$ cat src/sv/ps2mt_pkg.sv
package ps2mt_pkg;

    localparam int COORD_BITS_DEF = 12;
    localparam int CFG_W          = 13;
    localparam int APB_DW         = 32;
    localparam int APB_AW         = 3;

    localparam logic [7:0] ACK_BYTE   = 8'hFA;
    localparam logic [7:0] SYNC_MASK  = 8'hC8;
    localparam logic [7:0] SYNC_VALUE = 8'h08;

    // header bit positions
    localparam int BTN_W     = 3;
    localparam int XSIGN_POS = 4;
    localparam int YSIGN_POS = 5;

    localparam int MOVE_X_W = 9;
    localparam int MOVE_Y_W = 10;

    localparam logic [CFG_W-1:0] WIDTH_RST  = 13'd1024;
    localparam logic [CFG_W-1:0] HEIGHT_RST = 13'd768;
    localparam int CURSOR_RST_X = 512;
    localparam int CURSOR_RST_Y = 384;

    typedef enum logic [1:0] {
        EV_RELEASED = 2'd0,
        EV_PRESSED  = 2'd1,
        EV_MOVED    = 2'd2,
        EV_DRAGGED  = 2'd3
    } t_event_kind;

endpackage

$ cat src/sv/ps2mt_clamp.sv
// Adds a signed delta to one cursor coordinate and clamps it to 0..size-1,
// with the size itself limited to 1..2^COORD_BITS.
module ps2mt_clamp
    import ps2mt_pkg::*;
#(
    parameter int COORD_BITS = COORD_BITS_DEF
) (
    input  logic [COORD_BITS-1:0]      i_cursor,
    input  logic signed [MOVE_Y_W-1:0] i_delta,
    input  logic [CFG_W-1:0]           i_size,
    output logic [COORD_BITS-1:0]      o_next
);

    localparam int SZW  = (CFG_W > COORD_BITS + 1) ? CFG_W : COORD_BITS + 1;
    localparam int SUMW = COORD_BITS + 2;
    localparam logic [SZW-1:0] LIMIT = SZW'(1) << COORD_BITS;

    logic [SZW-1:0]         size_ext;
    logic [SZW-1:0]         max_coord;
    logic signed [SUMW-1:0] sum;
    logic [SZW-1:0]         sum_ext;

    always_comb begin
        size_ext = SZW'(i_size);
        if (size_ext == '0) begin
            max_coord = '0;
        end else if (size_ext > LIMIT) begin
            max_coord = LIMIT - SZW'(1);
        end else begin
            max_coord = size_ext - SZW'(1);
        end

        sum     = $signed({2'b00, i_cursor}) + SUMW'(i_delta);
        sum_ext = SZW'(sum[COORD_BITS:0]);

        if (sum[SUMW-1]) begin
            o_next = '0;
        end else if (sum_ext > max_coord) begin
            o_next = max_coord[COORD_BITS-1:0];
        end else begin
            o_next = sum[COORD_BITS-1:0];
        end
    end

endmodule

$ cat src/sv/ps2_mouse_packet_tracker.sv
// Channel  Direction  Handshake                 Payload
// in       input      i_in_valid / o_in_ready   i_rx_byte
// out      output     o_out_valid / i_out_ready o_pos_x o_pos_y o_buttons o_event_kind
//                                               o_move_x o_move_y
// cfg      input      APB psel/penable/pready   screen_width @0, screen_height @4
//
// One byte per cycle sustained while the result side is not stalled; an input transaction
// reaches the result through the input register, then decode/add/clamp into the result register.
// Bytes that do not close a packet leave the input register without a result.
// Synchronous active-low reset: phase back to awaiting acknowledge, cursor to
// screen center of the default size, sizes to 1024 x 768.
// A stalled result only blocks the input register when it holds a third byte.
module ps2_mouse_packet_tracker
    import ps2mt_pkg::*;
#(
    parameter int COORD_BITS = COORD_BITS_DEF
) (
    input  logic                       i_clk,
    input  logic                       i_rst_n,

    input  logic                       i_in_valid,
    output logic                       o_in_ready,
    input  logic [7:0]                 i_rx_byte,

    output logic                       o_out_valid,
    input  logic                       i_out_ready,
    output logic [COORD_BITS-1:0]      o_pos_x,
    output logic [COORD_BITS-1:0]      o_pos_y,
    output logic [BTN_W-1:0]           o_buttons,
    output logic [1:0]                 o_event_kind,
    output logic signed [MOVE_X_W-1:0] o_move_x,
    output logic signed [MOVE_Y_W-1:0] o_move_y,

    input  logic                       psel,
    input  logic                       penable,
    input  logic                       pwrite,
    input  logic [APB_AW-1:0]          paddr,
    input  logic [APB_DW-1:0]          pwdata,
    output logic [APB_DW-1:0]          prdata,
    output logic                       pready
);

    localparam int CMAX = (1 << COORD_BITS) - 1;
    localparam logic [COORD_BITS-1:0] RST_X =
        COORD_BITS'((CURSOR_RST_X > CMAX) ? CMAX : CURSOR_RST_X);
    localparam logic [COORD_BITS-1:0] RST_Y =
        COORD_BITS'((CURSOR_RST_Y > CMAX) ? CMAX : CURSOR_RST_Y);

    typedef enum logic [1:0] {
        PH_ACK  = 2'd0,
        PH_HEAD = 2'd1,
        PH_X    = 2'd2,
        PH_Y    = 2'd3
    } t_phase;

    // configuration
    logic [CFG_W-1:0] r_width;
    logic [CFG_W-1:0] r_height;
    logic             cfg_wr;

    assign pready = 1'b1;
    assign cfg_wr = psel & penable & pwrite;

    always_ff @(posedge i_clk) begin
        if (!i_rst_n) begin
            r_width  <= WIDTH_RST;
            r_height <= HEIGHT_RST;
        end else if (cfg_wr) begin
            if (paddr[2]) begin
                r_height <= pwdata[CFG_W-1:0];
            end else begin
                r_width  <= pwdata[CFG_W-1:0];
            end
        end
    end

    assign prdata = paddr[2] ? APB_DW'(r_height) : APB_DW'(r_width);

    // pipeline registers and packet state
    t_phase                     r_phase, n_phase;
    logic                       r_in_valid;
    logic [7:0]                 r_in_byte;
    logic [7:0]                 r_header, n_header;
    logic [7:0]                 r_xbyte, n_xbyte;
    logic [COORD_BITS-1:0]      r_cur_x, r_cur_y;
    logic                       r_out_valid;
    logic [BTN_W-1:0]           r_buttons;
    t_event_kind                r_kind, n_kind;
    logic signed [MOVE_X_W-1:0] r_move_x;
    logic signed [MOVE_Y_W-1:0] r_move_y;

    logic                       produce;
    logic                       out_free;
    logic                       adv;
    logic                       in_acc;
    logic signed [MOVE_X_W-1:0] dx;
    logic signed [MOVE_X_W-1:0] dy_raw;
    logic signed [MOVE_Y_W-1:0] dy;
    logic [BTN_W-1:0]           btn;
    logic [COORD_BITS-1:0]      next_x, next_y;

    assign produce    = r_in_valid && (r_phase == PH_Y);
    assign out_free   = !r_out_valid || i_out_ready;
    assign adv        = r_in_valid && (!produce || out_free);
    assign o_in_ready = !r_in_valid || adv;
    assign in_acc     = i_in_valid && o_in_ready;

    assign btn    = r_header[BTN_W-1:0];
    assign dx     = $signed({r_header[XSIGN_POS], r_xbyte});
    assign dy_raw = $signed({r_header[YSIGN_POS], r_in_byte});
    assign dy     = -MOVE_Y_W'(dy_raw);

    always_comb begin
        n_phase  = r_phase;
        n_header = r_header;
        n_xbyte  = r_xbyte;
        unique case (r_phase)
            PH_ACK: begin
                if (r_in_byte == ACK_BYTE) n_phase = PH_HEAD;
            end
            PH_HEAD: begin
                if ((r_in_byte & SYNC_MASK) == SYNC_VALUE) begin
                    n_header = r_in_byte;
                    n_phase  = PH_X;
                end
            end
            PH_X: begin
                n_xbyte = r_in_byte;
                n_phase = PH_Y;
            end
            PH_Y: begin
                n_phase = PH_HEAD;
            end
            default: n_phase = PH_ACK;
        endcase

        if ((dx == '0) && (dy_raw == '0)) begin
            n_kind = (btn == '0) ? EV_RELEASED : EV_PRESSED;
        end else begin
            n_kind = (btn == '0) ? EV_MOVED : EV_DRAGGED;
        end
    end

    ps2mt_clamp #(.COORD_BITS(COORD_BITS)) u_clamp_x (
        .i_cursor (r_cur_x),
        .i_delta  (MOVE_Y_W'(dx)),
        .i_size   (r_width),
        .o_next   (next_x)
    );

    ps2mt_clamp #(.COORD_BITS(COORD_BITS)) u_clamp_y (
        .i_cursor (r_cur_y),
        .i_delta  (dy),
        .i_size   (r_height),
        .o_next   (next_y)
    );

    always_ff @(posedge i_clk) begin
        if (!i_rst_n) begin
            r_phase     <= PH_ACK;
            r_in_valid  <= 1'b0;
            r_header    <= '0;
            r_xbyte     <= '0;
            r_cur_x     <= RST_X;
            r_cur_y     <= RST_Y;
            r_out_valid <= 1'b0;
        end else begin
            if (in_acc) begin
                r_in_valid <= 1'b1;
                r_in_byte  <= i_rx_byte;
            end else if (adv) begin
                r_in_valid <= 1'b0;
            end

            if (adv) begin
                r_phase  <= n_phase;
                r_header <= n_header;
                r_xbyte  <= n_xbyte;
            end

            if (adv && produce) begin
                r_cur_x     <= next_x;
                r_cur_y     <= next_y;
                r_out_valid <= 1'b1;
                r_buttons   <= btn;
                r_kind      <= n_kind;
                r_move_x    <= dx;
                r_move_y    <= dy;
            end else if (i_out_ready) begin
                r_out_valid <= 1'b0;
            end
        end
    end

    assign o_out_valid  = r_out_valid;
    assign o_pos_x      = r_cur_x;
    assign o_pos_y      = r_cur_y;
    assign o_buttons    = r_buttons;
    assign o_event_kind = r_kind;
    assign o_move_x     = r_move_x;
    assign o_move_y     = r_move_y;

    // a completed packet always resyncs on the next header
    a_resync: assert property (@(posedge i_clk) disable iff (!i_rst_n)
        adv && produce |=> r_phase == PH_HEAD)
        else $error("phase not back to header after packet");

    // input side stalls only behind a held third byte and a full result register
    a_stall_cause: assert property (@(posedge i_clk) disable iff (!i_rst_n)
        !o_in_ready |-> r_in_valid && r_phase == PH_Y && r_out_valid)
        else $error("input stalled without cause");

    a_kind_btn: assert property (@(posedge i_clk) disable iff (!i_rst_n)
        o_out_valid |-> o_event_kind[0] == (o_buttons != '0))
        else $error("event kind disagrees with buttons");

    a_kind_move: assert property (@(posedge i_clk) disable iff (!i_rst_n)
        o_out_valid && (o_move_x == '0) && (o_move_y == '0) |->
            (o_event_kind == EV_RELEASED) || (o_event_kind == EV_PRESSED))
        else $error("still packet classified as movement");

endmodule

$ cat config.mk
export PLATFORM = sky130hd
export DESIGN_NAME = ps2_mouse_packet_tracker
export DESIGN_NICKNAME = d
export VERILOG_FILES = /design/src/sv/ps2mt_pkg.sv /design/src/sv/ps2mt_clamp.sv /design/src/sv/ps2_mouse_packet_tracker.sv
export SDC_FILE = /design/constraint.sdc
export NUM_CORES = 1
export LEC_CHECK = 0
export BUFFER_PORTS_ARGS = -buffer_cell sky130_fd_sc_hd__buf_2
export CORE_MARGIN = 5
export CORE_UTILIZATION = 56
export CTS_CLUSTER_DIAMETER = 50
export DETAILED_ROUTE_END_ITERATION = 16
export PLACE_DENSITY_LB_ADDON = 0.12
export SLEW_MARGIN = 20
export SYNTH_ARGS = -nofsm -noshare
export SYNTH_HDL_FRONTEND = slang
export SYNTH_SLANG_ARGS = --single-unit
$ cat constraint.sdc
create_clock -name i_clk -period 6 [get_ports i_clk]
set_input_delay 0.3 -clock i_clk [delete_from_list [all_inputs] [get_ports i_clk]]
set_output_delay 0.3 -clock i_clk [all_outputs]
set_load 0.02 [all_outputs]
==> reports/summary.txt, run 1 <==
H-tree Lvls - 3
row cnt - 39
Sw Ratio - 0.2811
clock buffer depth - 2
Worst setup SP type - flip-flop
Seq/Total Area, Yosys - 0.3509
slowest stage delay, CP - 0.52 ns
Fin. Hold Viols - 0
gp weighted congestion - 0.9455
post-synthesis adder-cell area fraction - 0.1350
iteration-0 DRC count of the detailed router - 347
die height - 118.2 um
hold buffers post-CTS - 0
Initial Utilization - 0.5722
Placed Instances - 983
CTS root buffer - clkbuf_16
mux cell area share after synthesis - 0.04920
Reg-to-Reg Start - r_in_byte[2]
Core Footprint - 0.01147 sq mm
Min-Delay Endpoint - r_in_byte[6]
clock-pin slew on the worst setup and hold paths - 0.07 ns
CP Buf/Inv Count - 1
Die ar. - 0.01398 sq mm
Top delay family on crit path - compound AO/OA/AOI/OAI gates
setup TNS - 0 ns
Post-synth EDFFs - 32
crit path cell chain - nor4_1, nand2_1, nor3_1, ha_1, ha_1, a21oi_1, nand2_1, a21oi_1, o21ai_0, a21oi_1, o21ai_0, xor2_1, ha_1, nand4_1, inv_1, a221oi_1, a21o_1, mux2i_1, a2bb2oi_1, nor2_1
Final Skew - 0.005107 ns
Synth Area in XOR/XNOR - 0.05606
# DRC - 0
non-filler instance count after layout - 999
Power Density - 202.8 mW/mm^2
status - completed
vias per cell - 5.771
synthesized area per cell - 8.521 sq um
Layout Nets - 969
Critical path origin - r_in_byte[2]
Ys Warns - 0
clock tree sinks - 99
Logic pwr share - 0.148
Max-Cap Viols - 0
Synth async-reset ratio - 0
Post-Synth Simple-Gate Area - 0.1850
DPL Wire Length - 12990 um
r2r endpoint - o_pos_y[4]
CP Max Fanout - 12
Pre-antenna DRT Iters - 5
antenna violations before repair - 0
setup repair after global routing missed its margin - no
clk_lat worst skew - 0.35 ns
Yosys reg bits - 99
CTS tree - done
PortBufs - 91
IO Count - 133
Synth Instances - 770
top_reg_cell synth - dfxtp_1
largest family of logic cells by synthesized area - simple AND/OR/NAND/NOR gates
FF-to-FF setup slack - 0.94 ns
via count - 5765
Pleak - 3.161 nW
Reg2Reg Depth - 20
Antenna Nets Post-Route - 0
DR WL/cell - 16.49 um
final worst path period need - 5.058 ns
post-cts sizing count - 0
Cell Area, Synth - 0.006561 sq mm
global-route wire length before repair - 27030 um
NetSw - 0.0004184 W
Int Power - 0.001070 W
grt ovf - 0
WP data required - 6.24 ns
Worst slew margin - 0.3963
gr usage total - 0.2332
Setup CP Type - flip-flop to flip-flop
Max Transition Viols Final - 0
Hold Path Cell Cnt - 1
HP Start - i_rx_byte[6]
pin count of the biggest net entering global routing - 30
wirelength, routed - 16470 um
sequential share of power - 0.479
Slowest-stage cell, CP - edfxtp_1
worst slew pin tran - 0.9022 ns
number of global-route vias before repair - 5580
fraction of layout cells with a size suffix above 1 - 0.1530
antenna cells - 0
Worst EP arrival - 5.30 ns
area grow syn2layout - 11.84%
Final period util - 0.8430
min-delay worst type - primary input to flip-flop
fmax - 0.1977 GHz
setup bufs post-CTS - 0
Setup violations, final - 0
Worst Setup End Kind - flip-flop
synth unique cells - 57
Synth Area in Compound Gates - 0.1627
cts bufs inserted - 9
clock share of power - 0.373
Worst VDD drop - 276.6 uV
Die Width - 118.2 um
[placed cells by master, fill, tap and decap left out, drive strengths merged, types with 3 or more instances in the layout]
master    netlist  layout
a2bb2oi         5       5
o31ai           7       7
a21oi          68      68
nor4            8       8
clkinvlp        0       3
o21ai          55      55
dfxtp          67      67
or3             3       3
a211oi          6       6
mux2i          21      21
xnor2          19      19
a31oi           6       6
or4             5       5
nor2           47      47
o211ai          7       7
clkbuf         18      10
xor2           23      23
nand3          22      22
buf            26      96
conb            2      20
inv            40      42
and3            4       4
mux2           10      10
a21o            8       8
nand4           7       7
nand2         124     124
ha             66      66
edfxtp         32      32
and2            6       6
o21a            8       8
or2             3       3
nand2b         10      10
nor4b           3       3
nor3           13      13
[state kept, by name (all words and copies together), names as in the netlist, 3 cells and up]
| signal | cells |
|---|---|
| o_pos_y | 12 |
| r_height | 13 |
| r_header | 5 |
| r_in_byte | 8 |
| r_width | 13 |
| o_buttons | 3 |
| r_xbyte | 8 |
| o_move_y | 10 |
| o_pos_x | 12 |
| o_move_x | 9 |
[per-layer routing]
metal | track usage | vias up | part of all wire
met3 | 0.05205 | 32 | 0.065
met5 | 0 | - | 0
met2 | 0.3896 | 210 | 0.47
met1 | 0.2979 | 2669 | 0.44
met4 | 0.08100 | 0 | 0.023
li1 | - | 2854 | -
[kinds of logic after synthesis]
family / after synthesis
muxes: 31
DFF: 99
buffers and inverters: 84
adders and majority gates: 70
and+or+nand+nor: 261
xor gates and xnor gates: 42
other: 2
AOI/OAI and AO/OA: 181
[Yosys cell counts (19+ instances only)]
master / count / area, sq um
a21oi_1: 68 / 340.3
buf_4: 20 / 150.1
dfxtp_1: 67 / 1341
edfxtp_1: 32 / 960.9
ha_1: 66 / 825.8
inv_1: 40 / 150.1
mux2i_1: 21 / 210.2
nand2_1: 124 / 465.5
nand3_1: 22 / 110.1
nor2_1: 47 / 176.4
o21ai_0: 51 / 255.2
xnor2_1: 19 / 166.4
xor2_1: 23 / 201.4
[area by class of cell]
class | instances | area [sq um]
fill | 986 | 4129
multi-input combinational | 605 | 3935
sequential | 99 | 2302
timing repair buffer | 96 | 493.0
clock buffer | 10 | 229.0
tap | 143 | 178.9
inverter | 40 | 150.1
clock inverter | 6 | 50.05
[worst max path at each step]
stage,end,slack (ns),depth (start not counted)
after floorplan,o_pos_y[10],1.63,21
final,o_pos_y[4],0.94,20
after detailed placement,o_pos_y[4],0.98,20
after CTS,o_pos_y[4],0.96,20
after global routing,o_pos_y[4],0.48,20
after global placement,o_pos_y[4],1.17,20
[metrics by stage]
step	utilization	hold WS (ns)	cell area, sq um	setup slack, ns	total power, W
CTS	0.6399	0.1105	7338	0.9589	0.001496
finish	0.6399	0.1205	7338	0.9420	0.001488
global placement	0.6156	0.4419	7059	1.172	0.0009373
floorplan	-	0.3718	6629	1.633	0.0008978
global route	0.6399	0.1079	7338	0.4792	0.001551
detailed placement	0.6156	0.4556	7059	0.9820	0.0009435
[power by group through the flow]
stage	Sequential (W)	Clock (W)	Combinational, W
finish	0.000713	0.000556	0.000220
global route	0.000714	0.000592	0.000245
CTS	0.000712	0.000566	0.000217
detailed placement	0.000728	0	0.000216
global placement	0.000727	0	0.000210
floorplan	0.000721	0	0.000177
Power figures use the tool's default switching activity.
==> run 2: changes to the inputs <==
==> constraint.sdc (replaced) <==
create_clock -name i_clk -period 4.9 [get_ports i_clk]
set_input_delay 0.245 -clock i_clk [delete_from_list [all_inputs] [get_ports i_clk]]
set_output_delay 0.245 -clock i_clk [all_outputs]
set_load 0.02 [all_outputs]
==> run 2 against run 1 <==
  * Combinational power up 29%
  * First-iteration DRC count up 26%
  * Clock skew up 0.0060 ns
  * Sequential cell count unchanged
  * Non-clock buffer count up 10
  * Power up 24%
  * Final cell count up 1.0%
  * Utilization up 1.0 points
  * Die area unchanged
  * Sequential power up 22%
  * Critical path type unchanged
  * Highest routed layer unchanged
==> reports/summary.txt, run 2 (same netlist as run 1, synthesis figures left out) <==
Pre-antenna DRT Iters - 5 (unchanged)
fmax - 0.2189 GHz (was 0.1977 GHz)
global-route wire length before repair - 26640 um (was 27030 um)
status - completed (unchanged)
# DRC - 0 (unchanged)
CP Max Fanout - 5 (was 12)
Worst setup SP type - flip-flop (unchanged)
grt ovf - 0 (unchanged)
gr usage total - 0.2290 (was 0.2332)
DPL Wire Length - 12700 um (was 12990 um)
Initial Utilization - 0.5722 (unchanged)
most frequent cells in the layout - 124 x nand2_1, 91 x buf_2, 67 x a21oi_1, 67 x dfxtp_1, 65 x ha_1 (was 124 x nand2_1, 91 x buf_2, 68 x a21oi_1)
wirelength, routed - 16600 um (was 16470 um)
vias per cell - 5.786 (was 5.771)
Core Footprint - 0.01147 sq mm (unchanged)
Worst EP arrival - 4.80 ns (was 5.30 ns)
biggest regs - r_height: 13 flops, r_width: 13 flops (unchanged)
die height - 118.2 um (unchanged)
pin count of the biggest net entering global routing - 31 (was 30)
via count - 5838 (was 5765)
fillers - 962 (was 986)
row cnt - 39 (unchanged)
crit path cell chain - nor4_4, nand2_1, nor3_1, ha_1, ha_2, a21oi_4, nand2_1, a21oi_1, o21ai_0, a21oi_1, o21ai_0, xor2_1, ha_1, nand4_1, nor3_1, o31ai_1, a21oi_1, buf_4, mux2i_1, o21ai_0 (was nor4_1, nand2_1, nor3_1, ha_1, ha_1, a21oi_1, nand2_1, a21oi_1, o21ai_0, a21oi_1, o21ai_0, xor2_1, ha_1, nand4_1, inv_1, a221oi_1, a21o_1, mux2i_1, a2bb2oi_1, nor2_1)
NetSw - 0.0005185 W (was 0.0004184 W)
Layout Nets - 979 (was 969)
Logic pwr share - 0.154 (was 0.148)
register area - 0.002302 sq mm (unchanged)
DR WL/cell - 16.45 um (was 16.49 um)
WP data required - 5.13 ns (was 6.24 ns)
top layer in use - met4 (unchanged)
cts bufs inserted - 9 (unchanged)
CP Buf/Inv Count - 1 (unchanged)
hold buffers post-CTS - 0 (unchanged)
clock share of power - 0.373 (about the same)
clock-pin slew on the worst setup and hold paths - 0.07 ns (about the same)
H-tree Lvls - 3 (unchanged)
min-delay worst type - primary input to flip-flop (unchanged)
fraction of layout cells with a size suffix above 1 - 0.1686 (was 0.1530)
clock tree sinks - 99 (unchanged)
number of global-route vias before repair - 5476 (was 5580)
Die Width - 118.2 um (unchanged)
DR WL met2 - 7695 um (was 7769 um)
clock buffer depth - 2 (unchanged)
Worst Setup End Kind - flip-flop (unchanged)
Power Density - 246.9 mW/mm^2 (was 202.8 mW/mm^2)
Top delay family on crit path - compound AO/OA/AOI/OAI gates (unchanged)
iteration-0 DRC count of the detailed router - 438 (was 347)
footprint of the multi-input gates - 0.003976 sq mm (was 0.003935 sq mm)
Worst VDD drop - 239.8 uV (was 276.6 uV)
antenna cells - 0 (unchanged)
Setup violations, final - 0 (unchanged)
Final Skew - 0.01115 ns (was 0.005107 ns)
Met1 Routed Length - 7453 um (was 7253 um)
Overall Power - 0.001841 W (was 0.001488 W)
sequential share of power - 0.474 (was 0.479)
PortBufs - 91 (unchanged)
Max Transition Viols Final - 0 (unchanged)
Die ar. - 0.01398 sq mm (unchanged)
Int Power - 0.001322 W (was 0.001070 W)
clk_lat worst skew - 0.35 ns (about the same)
Antenna Nets Post-Route - 0 (unchanged)
antenna violations before repair - 0 (unchanged)
most common cell after layout, fill and taps aside - nand2_1 (unchanged)
worst slew pin tran - 0.9138 ns (was 0.9022 ns)
Sw Ratio - 0.2817 (was 0.2811)
Fin. Hold Viols - 0 (unchanged)
slowest stage delay, CP - 0.52 ns (about the same)
metal3 WL - 1088 um (was 1065 um)
hold slack final - 0.06231 ns (was 0.1205 ns)
gp weighted congestion - 0.9073 (was 0.9455)
Max-Cap Viols - 0 (unchanged)
Worst slew margin - 0.3886 (was 0.3963)
CTS tree - done (unchanged)
area grow syn2layout - 13.63% (was 11.84%)
CTS root buffer - clkbuf_16 (unchanged)
Slowest-stage cell, CP - edfxtp_1 (unchanged)
IO Count - 133 (unchanged)
Pleak - 3.224 nW (was 3.161 nW)
Setup CP Type - flip-flop to flip-flop (unchanged)
final worst path period need - 4.569 ns (was 5.058 ns)
Final period util - 0.9325 (was 0.8430)
[run 2: cell types whose count changed in the layout (fill, tap and decap cells not counted), moves of 2 or more]
cell,before,now
clkinv_4,0,3
clkinvlp_4,3,0
nor4_1,7,5
buf_4,5,15
inv_6,0,2
inv_8,2,0
[run 2: cell type report]
class,count,area share
multi-input cells,605,0.5333
repair buffers,106,0.07619
well taps,143,0.02400
clock buffers,10,0.03121
flip-flops and latches,99,0.3088
inverters,40,0.02014
clock inverters,6,0.006377
[run 2: through the flow]
step	setup WS (ns)	area, sq um	TNS [ns]	util	cells
global route	-0.05599	7456	-0.1438	0.6502	1009
finish	0.3309	7456	0	0.6502	1009
CTS	0.08279	7355	0	0.6414	1001
floorplan	0.5331	6629	0	-	788
detailed placement	0.1427	7074	0	0.6169	985
global placement	0.3613	7074	0	0.6169	985
[run 2: routing by layer]
layer	global-route usage	up-vias
met1	0.3069	2721
met2	0.3713	218
met4	0.08746	0
li1	-	2872
met3	0.03868	27
met5	0	-
[run 2: final timing paths]
check	slack, ns	end	cells past startpoint	from
min	0.06	r_in_byte[7]	1	i_rx_byte[7]
max	0.33	o_pos_y[8]	20	r_in_byte[2]
max reg2reg	0.33	o_pos_y[8]	20	r_in_byte[2]
min reg2reg	0.47	o_buttons[0]	0	r_header[0]
[run 2: power groups by stage]
stage | clock, W | combinational, W | sequential [W]
final | 0.000686 | 0.000283 | 0.000872
after CTS | 0.000691 | 0.000268 | 0.000872
after global routing | 0.000732 | 0.000313 | 0.000873
after detailed placement | 0 | 0.000267 | 0.000890
after floorplan | 0 | 0.000217 | 0.000882
after global placement | 0 | 0.000259 | 0.000890
[run 2: timing repair]
action                     in CTS  in global routing
resized for setup               0                  7
buffers inserted                0                  8
setup endpoints to repair       0                 12
